### src/rtl/core/pixel_color_adjust_macros.svh
// Assertion macros for the pixel color adjust block.
// Used by pixel_color_adjust.sv; the bodies are empty when SYNTHESIS is defined.
`ifndef PIXEL_COLOR_ADJUST_MACROS_SVH
`define PIXEL_COLOR_ADJUST_MACROS_SVH

`ifndef SYNTHESIS

// Same-cycle implication, clocked on clk, off during rst.
`define PCA_ASSERT_IMPLY(label, ante, cons) \
  label: assert property (@(posedge clk) disable iff (rst) (ante) |-> (cons)) \
    else $error("pixel_color_adjust: implication check failed");

// Next-cycle implication, clocked on clk, off during rst.
`define PCA_ASSERT_NEXT(label, ante, cons) \
  label: assert property (@(posedge clk) disable iff (rst) (ante) |=> (cons)) \
    else $error("pixel_color_adjust: next-cycle check failed");

`else

`define PCA_ASSERT_IMPLY(label, ante, cons)
`define PCA_ASSERT_NEXT(label, ante, cons)

`endif

`endif

### src/rtl/core/pca_pkg.sv
// Package for pixel_color_adjust: register indexes, mode codes and datapath helpers.
// No dependencies.
`timescale 1ns / 1ps

package pca_pkg;

  localparam int NUM_CH     = 3;   // red, green, blue
  localparam int CFG_W      = 16;  // widest register (contrast_gain)
  localparam int DIV_STEPS  = 4;   // quotient bits resolved per divider stage

  typedef logic [7:0]       chan_t;
  typedef logic [2:0]       reg_idx_t;
  typedef logic [CFG_W-1:0] cfg_data_t;
  typedef logic [2:0]       mode_t;

  // Register indexes
  localparam reg_idx_t REG_MODE       = 3'd0;
  localparam reg_idx_t REG_BRIGHTNESS = 3'd1;
  localparam reg_idx_t REG_CONTRAST   = 3'd2;
  localparam reg_idx_t REG_IN_LOW     = 3'd3;
  localparam reg_idx_t REG_IN_HIGH    = 3'd4;
  localparam reg_idx_t REG_OUT_LOW    = 3'd5;
  localparam reg_idx_t REG_OUT_HIGH   = 3'd6;

  // Mode codes; 6 and 7 behave as pass
  localparam mode_t MODE_PASS       = 3'd0;
  localparam mode_t MODE_INVERT     = 3'd1;
  localparam mode_t MODE_SEPIA      = 3'd2;
  localparam mode_t MODE_BRIGHTNESS = 3'd3;
  localparam mode_t MODE_CONTRAST   = 3'd4;
  localparam mode_t MODE_LEVELS     = 3'd5;

  localparam logic [15:0] CONTRAST_GAIN_ONE = 16'd256;  // 1.0 in Q8.8

  // Sepia weights, Q0.10; row = output channel, col = input channel
  function automatic logic [9:0] sepia_coef(input int row, input int col);
    logic [9:0] k;
    case (row * NUM_CH + col)
      0:       k = 10'd402;
      1:       k = 10'd787;
      2:       k = 10'd194;
      3:       k = 10'd357;
      4:       k = 10'd702;
      5:       k = 10'd172;
      6:       k = 10'd279;
      7:       k = 10'd547;
      8:       k = 10'd134;
      default: k = 10'd0;
    endcase
    return k;
  endfunction

  // One restoring-division step: shift in a numerator bit, subtract span if it fits.
  // Partial remainder is always below span, so it stays 8 bits.
  // Returns {quotient bit, new remainder}.
  function automatic logic [8:0] div_step(input logic [7:0] rem, input logic nbit,
                                          input logic [7:0] span);
    logic [8:0] trial;
    logic [8:0] diff;
    trial = {rem, nbit};
    diff  = trial - {1'b0, span};
    if (!diff[8]) begin
      return {1'b1, diff[7:0]};
    end else begin
      return {1'b0, trial[7:0]};
    end
  endfunction

endpackage

### src/rtl/core/pixel_color_adjust.sv
// Top level of the pixel color adjust block: config registers and five-stage datapath.
// Depends on pca_pkg and pixel_color_adjust_macros.svh.
`timescale 1ns / 1ps
`include "pixel_color_adjust_macros.svh"

// pixel_color_adjust: one RGBA pixel in, one adjusted pixel out, alpha untouched.
// The mode register picks pass, invert, sepia, brightness, contrast or levels
// (codes 6 and 7 pass the pixel through). Throughput is one pixel per clock
// when nothing stalls. The pipeline depth is set by the levels path, whose
// d*(out_high-out_low)/span divide runs as an 8-bit restoring divider split
// over two pipeline stages. Each stage holds its own valid bit and moves
// forward whenever the stage ahead is empty or moving, so bubbles are squeezed
// out and a stalled result does not block intake until all five stages are
// full. pixel_stall is combinational from result_stall through that ready
// chain. Configuration registers are read live by every stage: write them only
// while no transaction is in flight. Register writes with an index above 6 are
// dropped. There is no state between pixels.
module pixel_color_adjust (
  input  logic                clk,
  input  logic                rst,
  // configuration write port
  input  logic                cfg_write,
  input  pca_pkg::reg_idx_t   cfg_index,
  input  pca_pkg::cfg_data_t  cfg_data,
  // pixel input channel
  input  logic                pixel_valid,
  output logic                pixel_stall,
  input  logic [7:0]          red_in,
  input  logic [7:0]          green_in,
  input  logic [7:0]          blue_in,
  input  logic [7:0]          alpha_in,
  // result output channel
  output logic                result_valid,
  input  logic                result_stall,
  output logic [7:0]          red_out,
  output logic [7:0]          green_out,
  output logic [7:0]          blue_out,
  output logic [7:0]          alpha_out
);

  import pca_pkg::*;

  // ---------------------------------------------------------------------------
  // Configuration registers
  // ---------------------------------------------------------------------------
  mode_t              mode;
  logic signed [8:0]  brightness_delta;
  logic [15:0]        contrast_gain;
  chan_t              in_low;
  chan_t              in_high;
  chan_t              out_low;
  chan_t              out_high;

  always_ff @(posedge clk) begin
    if (rst) begin
      mode             <= MODE_PASS;
      brightness_delta <= '0;
      contrast_gain    <= CONTRAST_GAIN_ONE;
      in_low           <= 8'd0;
      in_high          <= 8'd255;
      out_low          <= 8'd0;
      out_high         <= 8'd255;
    end else if (cfg_write) begin
      unique case (cfg_index)
        REG_MODE:       mode             <= cfg_data[2:0];
        REG_BRIGHTNESS: brightness_delta <= $signed(cfg_data[8:0]);
        REG_CONTRAST:   contrast_gain    <= cfg_data[15:0];
        REG_IN_LOW:     in_low           <= cfg_data[7:0];
        REG_IN_HIGH:    in_high          <= cfg_data[7:0];
        REG_OUT_LOW:    out_low          <= cfg_data[7:0];
        REG_OUT_HIGH:   out_high         <= cfg_data[7:0];
        default: ;
      endcase
    end
  end

  // Levels constants derived from the registers (the user must keep them static while busy; not enforced here)
  chan_t       lev_span;    // max(1, in_high - in_low)
  logic [8:0]  lev_delta;   // out_high - out_low, two's complement
  logic        lev_neg;     // falling ramp
  chan_t       lev_mag;     // |out_high - out_low|

  always_comb begin
    lev_span  = (in_high > in_low) ? (in_high - in_low) : 8'd1;
    lev_delta = {1'b0, out_high} - {1'b0, out_low};
    lev_neg   = lev_delta[8];
    lev_mag   = lev_neg ? 8'((~lev_delta) + 9'd1) : lev_delta[7:0];
  end

  // ---------------------------------------------------------------------------
  // Pipeline flow control: a stage loads when it is empty or its item moves on
  // ---------------------------------------------------------------------------
  logic s1_valid, s2_valid, s3_valid, s4_valid, s5_valid;
  logic s1_ready, s2_ready, s3_ready, s4_ready, s5_ready;

  assign s5_ready = !s5_valid || !result_stall;
  assign s4_ready = !s4_valid || s5_ready;
  assign s3_ready = !s3_valid || s4_ready;
  assign s2_ready = !s2_valid || s3_ready;
  assign s1_ready = !s1_valid || s2_ready;

  assign pixel_stall = !s1_ready;

  always_ff @(posedge clk) begin
    if (rst) begin
      s1_valid <= 1'b0;
      s2_valid <= 1'b0;
      s3_valid <= 1'b0;
      s4_valid <= 1'b0;
      s5_valid <= 1'b0;
    end else begin
      if (s1_ready) s1_valid <= pixel_valid;
      if (s2_ready) s2_valid <= s1_valid;
      if (s3_ready) s3_valid <= s2_valid;
      if (s4_ready) s4_valid <= s3_valid;
      if (s5_ready) s5_valid <= s4_valid;
    end
  end

  // ---------------------------------------------------------------------------
  // Stage 1: per-channel products, simple ops, levels offset clamp
  // ---------------------------------------------------------------------------
  chan_t pix [NUM_CH];
  assign pix[0] = red_in;
  assign pix[1] = green_in;
  assign pix[2] = blue_in;

  chan_t              s1_simple_next [NUM_CH];
  logic [17:0]        s1_sep_next    [NUM_CH][NUM_CH];
  logic signed [25:0] s1_con_next    [NUM_CH];
  chan_t              s1_d_next      [NUM_CH];

  logic signed [9:0]  bright_sum [NUM_CH];
  logic signed [8:0]  con_diff   [NUM_CH];
  logic signed [8:0]  lev_diff   [NUM_CH];

  always_comb begin
    for (int i = 0; i < NUM_CH; i++) begin
      // brightness, saturated
      bright_sum[i] = $signed({2'b00, pix[i]}) + $signed({brightness_delta[8], brightness_delta});
      case (mode)
        MODE_INVERT: s1_simple_next[i] = 8'd255 - pix[i];
        MODE_BRIGHTNESS: begin
          if (bright_sum[i][9]) begin
            s1_simple_next[i] = 8'd0;
          end else if (bright_sum[i][8]) begin
            s1_simple_next[i] = 8'd255;
          end else begin
            s1_simple_next[i] = bright_sum[i][7:0];
          end
        end
        default: s1_simple_next[i] = pix[i];
      endcase

      // sepia: output row i takes k[i][j] * input j
      for (int j = 0; j < NUM_CH; j++) begin
        s1_sep_next[i][j] = 18'(pix[j]) * 18'(sepia_coef(i, j));
      end

      // contrast: gain * (c - 128)
      con_diff[i]    = $signed({1'b0, pix[i]}) - 9'sd128;
      s1_con_next[i] = $signed({1'b0, contrast_gain}) * con_diff[i];

      // levels: d = clamp(c - in_low, 0, span)
      lev_diff[i] = $signed({1'b0, pix[i]}) - $signed({1'b0, in_low});
      if (lev_diff[i][8]) begin
        s1_d_next[i] = 8'd0;
      end else if (lev_diff[i][7:0] > lev_span) begin
        s1_d_next[i] = lev_span;
      end else begin
        s1_d_next[i] = lev_diff[i][7:0];
      end
    end
  end

  chan_t              s1_alpha;
  chan_t              s1_simple [NUM_CH];
  logic [17:0]        s1_sep    [NUM_CH][NUM_CH];
  logic signed [25:0] s1_con    [NUM_CH];
  chan_t              s1_d      [NUM_CH];

  always_ff @(posedge clk) begin
    if (s1_ready) begin
      s1_alpha  <= alpha_in;
      s1_simple <= s1_simple_next;
      s1_sep    <= s1_sep_next;
      s1_con    <= s1_con_next;
      s1_d      <= s1_d_next;
    end
  end

  // ---------------------------------------------------------------------------
  // Stage 2: sepia sum and clamp, contrast floor and clamp, levels product
  // ---------------------------------------------------------------------------
  chan_t              s2_res_next [NUM_CH];
  logic [15:0]        s2_num_next [NUM_CH];
  logic [19:0]        sep_sum     [NUM_CH];
  chan_t              sep_val     [NUM_CH];
  logic signed [25:0] con_t       [NUM_CH];
  chan_t              con_val     [NUM_CH];

  always_comb begin
    for (int i = 0; i < NUM_CH; i++) begin
      sep_sum[i] = 20'(s1_sep[i][0]) + 20'(s1_sep[i][1]) + 20'(s1_sep[i][2]);
      sep_val[i] = (|sep_sum[i][19:18]) ? 8'd255 : sep_sum[i][17:10];

      // t = gain*(c-128) + 128*256; floor(t/256) clamped, negative t gives 0
      con_t[i] = s1_con[i] + 26'sd32768;
      if (con_t[i][25]) begin
        con_val[i] = 8'd0;
      end else if (|con_t[i][24:16]) begin
        con_val[i] = 8'd255;
      end else begin
        con_val[i] = con_t[i][15:8];
      end

      case (mode)
        MODE_SEPIA:    s2_res_next[i] = sep_val[i];
        MODE_CONTRAST: s2_res_next[i] = con_val[i];
        default:       s2_res_next[i] = s1_simple[i];
      endcase

      s2_num_next[i] = 16'(s1_d[i]) * 16'(lev_mag);
    end
  end

  chan_t       s2_alpha;
  chan_t       s2_res [NUM_CH];
  logic [15:0] s2_num [NUM_CH];

  always_ff @(posedge clk) begin
    if (s2_ready) begin
      s2_alpha <= s1_alpha;
      s2_res   <= s2_res_next;
      s2_num   <= s2_num_next;
    end
  end

  // ---------------------------------------------------------------------------
  // Stage 3: quotient bits 7..4. Since d <= span the quotient fits 8 bits,
  // so the upper numerator byte is already a valid partial remainder.
  // ---------------------------------------------------------------------------
  chan_t      s3_rem_next [NUM_CH];
  logic [3:0] s3_qhi_next [NUM_CH];
  logic [8:0] div3_step   [NUM_CH];

  always_comb begin
    for (int i = 0; i < NUM_CH; i++) begin
      s3_rem_next[i] = s2_num[i][15:8];
      s3_qhi_next[i] = '0;
      div3_step[i]   = '0;
      for (int k = 0; k < DIV_STEPS; k++) begin
        div3_step[i]   = div_step(s3_rem_next[i], s2_num[i][7-k], lev_span);
        s3_qhi_next[i] = {s3_qhi_next[i][2:0], div3_step[i][8]};
        s3_rem_next[i] = div3_step[i][7:0];
      end
    end
  end

  chan_t      s3_alpha;
  chan_t      s3_res [NUM_CH];
  chan_t      s3_rem [NUM_CH];
  logic [3:0] s3_qhi [NUM_CH];
  logic [3:0] s3_nlo [NUM_CH];

  always_ff @(posedge clk) begin
    if (s3_ready) begin
      s3_alpha <= s2_alpha;
      s3_res   <= s2_res;
      s3_rem   <= s3_rem_next;
      s3_qhi   <= s3_qhi_next;
      for (int i = 0; i < NUM_CH; i++) begin
        s3_nlo[i] <= s2_num[i][3:0];
      end
    end
  end

  // ---------------------------------------------------------------------------
  // Stage 4: quotient bits 3..0
  // ---------------------------------------------------------------------------
  chan_t      s4_q_next [NUM_CH];
  chan_t      div4_rem  [NUM_CH];
  logic [8:0] div4_step [NUM_CH];

  always_comb begin
    for (int i = 0; i < NUM_CH; i++) begin
      div4_rem[i]  = s3_rem[i];
      s4_q_next[i] = {4'd0, s3_qhi[i]};
      div4_step[i] = '0;
      for (int k = 0; k < DIV_STEPS; k++) begin
        div4_step[i] = div_step(div4_rem[i], s3_nlo[i][3-k], lev_span);
        s4_q_next[i] = {s4_q_next[i][6:0], div4_step[i][8]};
        div4_rem[i]  = div4_step[i][7:0];
      end
    end
  end

  chan_t s4_alpha;
  chan_t s4_res [NUM_CH];
  chan_t s4_q   [NUM_CH];

  always_ff @(posedge clk) begin
    if (s4_ready) begin
      s4_alpha <= s3_alpha;
      s4_res   <= s3_res;
      s4_q     <= s4_q_next;
    end
  end

  // ---------------------------------------------------------------------------
  // Stage 5: levels offset and final select into the output register
  // ---------------------------------------------------------------------------
  chan_t      s5_rgb_next [NUM_CH];
  logic [9:0] lev_v       [NUM_CH];
  chan_t      lev_val     [NUM_CH];

  always_comb begin
    for (int i = 0; i < NUM_CH; i++) begin
      if (lev_neg) begin
        lev_v[i] = {2'b00, out_low} - {2'b00, s4_q[i]};
      end else begin
        lev_v[i] = {2'b00, out_low} + {2'b00, s4_q[i]};
      end
      if (lev_v[i][9]) begin
        lev_val[i] = 8'd0;
      end else if (lev_v[i][8]) begin
        lev_val[i] = 8'd255;
      end else begin
        lev_val[i] = lev_v[i][7:0];
      end
      s5_rgb_next[i] = (mode == MODE_LEVELS) ? lev_val[i] : s4_res[i];
    end
  end

  chan_t s5_alpha;
  chan_t s5_rgb [NUM_CH];

  always_ff @(posedge clk) begin
    if (s5_ready) begin
      s5_alpha <= s4_alpha;
      s5_rgb   <= s5_rgb_next;
    end
  end

  assign result_valid = s5_valid;
  assign red_out      = s5_rgb[0];
  assign green_out    = s5_rgb[1];
  assign blue_out     = s5_rgb[2];
  assign alpha_out    = s5_alpha;

  // ---------------------------------------------------------------------------
  // Assertions
  // ---------------------------------------------------------------------------
  // Intake only closes when every stage holds a transaction and the output waits.
  `PCA_ASSERT_IMPLY(a_stall_only_when_full, pixel_stall,
    s1_valid && s2_valid && s3_valid && s4_valid && s5_valid && result_stall)

  // A blocked stage keeps its transaction.
  `PCA_ASSERT_NEXT(a_blocked_stage_holds, s4_valid && !s5_ready, s4_valid)

  for (genvar gi = 0; gi < NUM_CH; gi++) begin : g_chk
    // Divider partial remainder stays below the span.
    `PCA_ASSERT_IMPLY(a_rem_below_span, s3_valid, s3_rem[gi] < lev_span)
    // Quotient never exceeds the output ramp height.
    `PCA_ASSERT_IMPLY(a_quot_in_ramp, s4_valid, s4_q[gi] <= lev_mag)
  end

endmodule
### config.mk
export PLATFORM = sky130hd
export DESIGN_NAME = pixel_color_adjust
export DESIGN_NICKNAME = d
export VERILOG_FILES = /design/src/rtl/core/pca_pkg.sv /design/src/rtl/core/pixel_color_adjust.sv
export VERILOG_INCLUDE_DIRS = /design/src /design/src/rtl/core
export SDC_FILE = /design/constraint.sdc
export NUM_CORES = 2
export LEC_CHECK = 0
export BUFFER_PORTS_ARGS = -buffer_cell sky130_fd_sc_hd__buf_2
export CORE_AREA = 2 2 452 454
export DETAILED_ROUTE_END_ITERATION = 8
export DIE_AREA = 0 0 454 456
export GPL_TIMING_DRIVEN = 0
export PLACE_DENSITY_LB_ADDON = 0.2
export SYNTH_ARGS = -nofsm -noshare
export SYNTH_HDL_FRONTEND = slang
export SYNTH_SLANG_ARGS = --single-unit
### constraint.sdc
create_clock -name clk -period 13.2 [get_ports clk]
set_clock_uncertainty 0.15 [all_clocks]
set_input_delay 1.32 -clock clk [delete_from_list [all_inputs] [get_ports clk]]
set_output_delay 1.32 -clock clk [all_outputs]
set_load 0.005 [all_outputs]
==> impl_metrics.env <==
export IMPL_switching_share_pct=44.8
export IMPL_worst_slew_margin_pct=13.3
export IMPL_drc_errors=0
export IMPL_std_cell_rows=165
export IMPL_synth_distinct_cells=78
export IMPL_timing_hold_worst_start="s1_alpha[1]$_DFFE_PN_"
export IMPL_dieWidth_um=454
export IMPL_timing_hold_worst_path_depth=0
export IMPL_syn_nets=7866
export IMPL_antenna_found_initial=29
export IMPL_asyncSetResetFlopFracSynth_pct=0
export IMPL_comb_power_share_pct=73.5
export IMPL_ratio_of_cells_with_drive_above_1_in_the_final_layout_pct=6.23
export IMPL_reg2reg_slack_ps=810
export IMPL_ys_ff_latch=557
export IMPL_power_internal_mw=11.5
export IMPL_critical_path_reg2reg_endpoint="s3_rem[14]$_DFFE_PP_"
export IMPL_switchingPower_mw=9.34
export IMPL_cp_common_cell="sky130_fd_sc_hd__ha_1"
export IMPL_start_util_pct=31.0
export IMPL_yosys_most_used_dff="sky130_fd_sc_hd__edfxtp_1"
export IMPL_cts_root_buffer="sky130_fd_sc_hd__clkbuf_16"
export IMPL_yosysWarningCount=0
export IMPL_post_place_cells=9058
export IMPL_grt_pass1_vias=45800
export IMPL_nFillCells=20500
export IMPL_hold_viol=0
export IMPL_tcrit_tclk_final_pct=93.9
export IMPL_p_clk_share_pct=10.0
export IMPL_detail_route_wirelength_um=181000
export IMPL_avgRoutedWirePerCell_um=19.6
export IMPL_detailed_routing_iterations_pass_1=5
export IMPL_clkTransAtPathRegs_ps=60
export IMPL_crit_reg2reg_launch="in_low[0]$_SDFFE_PP0P_"
export IMPL_detail_route_antenna_nets=0
export IMPL_synth_sequential_area_ratio_pct=25.7
export IMPL_area_of_the_die_mm2=0.207
export IMPL_routed_via_count=44300
export IMPL_tritoncts_num_buffers=73
export IMPL_setup_worst_path_class="flip-flop to flip-flop"
export IMPL_max_slew_worst_pin_slew_ps=1300
export IMPL_leakage_power_total_nw=32.3
export IMPL_critical_path_startpoint_type="flip-flop"
export IMPL_cts_num_sinks=557
export IMPL_synthToLayoutAreaGrowth_pct=11.0
export IMPL_stdcell_count=9197
export IMPL_outcome="completed"
export IMPL_clock_fmax_mhz=80.7
export IMPL_crit_slowest_cell="sky130_fd_sc_hd__mux4_2"
export IMPL_worstPathRequired_ps=13470
export IMPL_maximum_number_of_pins_on_one_net_before_global_route_repair=57
export IMPL_syn_avg_cell_area_um2=9.97
export IMPL_final_setup_tns_ps=0
export IMPL_sum_of_overflow_across_all_layers_after_global_routing=0
export IMPL_p_per_area_mw_per_mm2=301
export IMPL_max_vdd_drop_uv=396
export IMPL_critical_path_arrival_ps=12660
export IMPL_post_synth_instance_area_mm2=0.0625
export IMPL_post_synth_edffs=492
export IMPL_min_period_ps=12390
export IMPL_grt_pass1_wl_um=277000
export IMPL_setup_violations_final=0
export IMPL_hold_path_endpoint="s2_alpha[1]$_DFFE_PP_"
export IMPL_cap_viol_max_count=0
export IMPL_total_power_mw=20.9
export IMPL_gp_congestion=0.880
export IMPL_all_layer_gr_usage_pct=17.6
export IMPL_die_height_um=456
export IMPL_insertion_delay_ps=700
export IMPL_cts_repair_timing_setup_buffer_count=0
export IMPL_first_iter_violations=2390
export IMPL_cts_htree_levels=3
export IMPL_critical_path_max_fanout=25
export IMPL_depth_of_the_worst_register_to_register_path=52
export IMPL_core_region_area_mm2=0.202
export IMPL_post_dp_hpwl_um=145000
export IMPL_timing_max_transition_violations_final=0
export IMPL_vias_per_cell=4.82
export IMPL_share_seq_of_total_power_pct=16.5
export IMPL_tritoncts="built"
export IMPL_min_delay_path_class="flip-flop to flip-flop"
export IMPL_unrepaired_setup_endpoints_after_global_routing="no"
export IMPL_slowest_delay_ps=490
export IMPL_max_clock_path_buffers=3
export IMPL_i_o_pin_cnt=90
export IMPL_worstSetupEndpointType="flip-flop"
export IMPL_syn_instance_count=6267
export IMPL_finalNetCount=8058
export IMPL_place_port_buffers=88
==> cell usage after synthesis, drive strengths merged, types with 4 or more instances <==
library cell	count	area, µm²
a2111oi	7	61.3
a211o	23	201
a211oi	25	193
a21boi	33	255
a21o	126	946
a21oi	339	1730
a221oi	4	35.0
a22o	12	105
a31oi	21	131
and2	226	1410
and3	9	56.3
buf	13	55.1
clkbuf	150	563
dfxtp	65	1300
edfxtp	492	14800
fa	560	11200
ha	983	12300
inv	882	3310
mux2	57	709
mux2i	58	621
mux4	6	135
nand2	621	2340
nand2b	76	475
nand3	56	280
nand3b	14	105
nand4	17	106
nand4b	5	43.8
nor2	309	1160
nor2b	119	744
nor3	68	340
nor3b	6	45.0
nor4	8	50.1
o2111ai	7	61.3
o211ai	15	113
o21a	37	278
o21ai	199	1000
o21bai	73	548
o221ai	25	219
o31ai	15	113
o41ai	7	68.8
or2	52	325
or3	15	93.8
or4	4	30.0
xnor2	256	2300
xor2	144	1310
==> logic make-up after synthesis <==
kind of cell    Yosys count  synth area share (%)
mux                     121                  2.34
flops                   557                  25.7
compound gates          989                  9.99
fa+ha+maj              1543                  37.6
buf+inv                1047                  6.30
simple gates           1610                  12.2
xor+xnor                400                  5.77
==> per-stage QoR <==
step	hold slack [ps]	utilization (%)	setup WS, ps	area, µm²
detailed placement	255	33.1	-460	66800
global placement	251	32.9	-4180	66300
CTS	259	34.4	88.5	69300
global route	255	34.4	36.1	69400
finish	258	34.4	806	69400
floorplan	250	-	1200	62500
==> per-layer routing <==
metal,share of wire (%),track usage [%]
met4,2.8,4.64
met3,3.3,1.91
met2,50,31.2
met1,44,22.6
met5,0.020,0
==> power by group through the flow <==
| stage | sequential [mW] | clock (mW) | combinational [mW] |
|---|---|---|---|
| 2_1_floorplan | 3.29 | 0 | 12.3 |
| 3_3_place_gp | 3.47 | 0 | 15.2 |
| 3_5_place_dp | 3.48 | 0 | 15.4 |
| 4_1_cts | 3.45 | 2.16 | 15.6 |
| 5_1_grt | 3.50 | 2.21 | 17.6 |
| 6_report | 3.44 | 2.09 | 15.3 |
==> worst max-delay path: cells and delay by family, from the launching register on <==
kind                     cells  cell delay (ps)
buffers and inverters        7             1370
AO/OA/AOI/OAI               20             3880
multiplexers                 5             1780
AND/OR/NAND/NOR             10             1530
XOR/XNOR                     3              790
adder cells (fa/ha/maj)      7             2110
flip-flops                   1              460
==> layout by cell type, fill, tap and decap left out, drive strengths merged, types with 9 or more instances in the layout <==
cell type	netlist	routed
or2	52	52
o21a	37	37
fa	560	560
nand3b	14	14
clkbuf	150	235
inv	882	889
o221ai	25	25
edfxtp	492	492
a31oi	21	21
nor2b	119	119
a211oi	25	25
clkinv	2	26
nand2	621	621
buf	13	132
a21boi	33	33
or3	15	15
a22o	12	12
o21bai	73	73
and3	9	9
and2	226	226
a21o	126	126
o21ai	199	199
mux2i	58	58
ha	983	983
a21oi	339	339
nand2b	76	76
mux2	57	57
nand3	56	56
a211o	23	23
xnor2	256	256
o31ai	15	15
nor3	68	68
xor2	144	144
nand4	17	17
dfxtp	65	65
nor2	309	309
o211ai	15	15
==> worst max path at each step <==
stage,end,start,depth (start not counted)
2_1_floorplan,s3_rem[12]$_DFFE_PP_,in_low[0]$_SDFFE_PP0P_,50
3_3_place_gp,s1_sep[93]$_DFFE_PN_,result_stall,4
3_5_place_dp,s3_rem[7]$_DFFE_PP_,in_low[0]$_SDFFE_PP0P_,53
4_1_cts,s3_rem[14]$_DFFE_PP_,in_low[0]$_SDFFE_PP0P_,52
5_1_grt,s3_rem[14]$_DFFE_PP_,in_low[0]$_SDFFE_PP0P_,52
6_report,s3_rem[14]$_DFFE_PP_,in_low[0]$_SDFFE_PP0P_,52
==> state kept, by name, indices dropped and copies added, names as in the netlist, 12 cells and up <==
name           count
s1_con            54
s3_res            24
s1_d              24
s4_res            24
s3_nlo            12
s2_res            24
s3_rem            24
s1_sep           134
s4_q              24
contrast_gain     16
s1_simple         24
s2_num            48
s3_qhi            12
==> area by class of cell <==
type,instances,area [µm²],area share [%]
Antenna cell,8,20.0,0.0289
Buffer,161,616,0.887
Clock buffer,87,1980,2.86
Clock inverter,46,490,0.707
Inverter,884,3330,4.80
Multi-Input combinational cell,4663,42600,61.3
Sequential cell,557,16100,23.2
Tap cell,2672,3340,4.82
Timing Repair Buffer,119,967,1.39
==> timing repair <==
item                       4_1_cts  5_1_grt
gates resized for setup          3       16
pin swaps                        0        0
setup endpoints to repair       24       28
gates cloned                     0        0
hold buffers                     0        0
No activity file was read; power rests on OpenSTA's default activity.
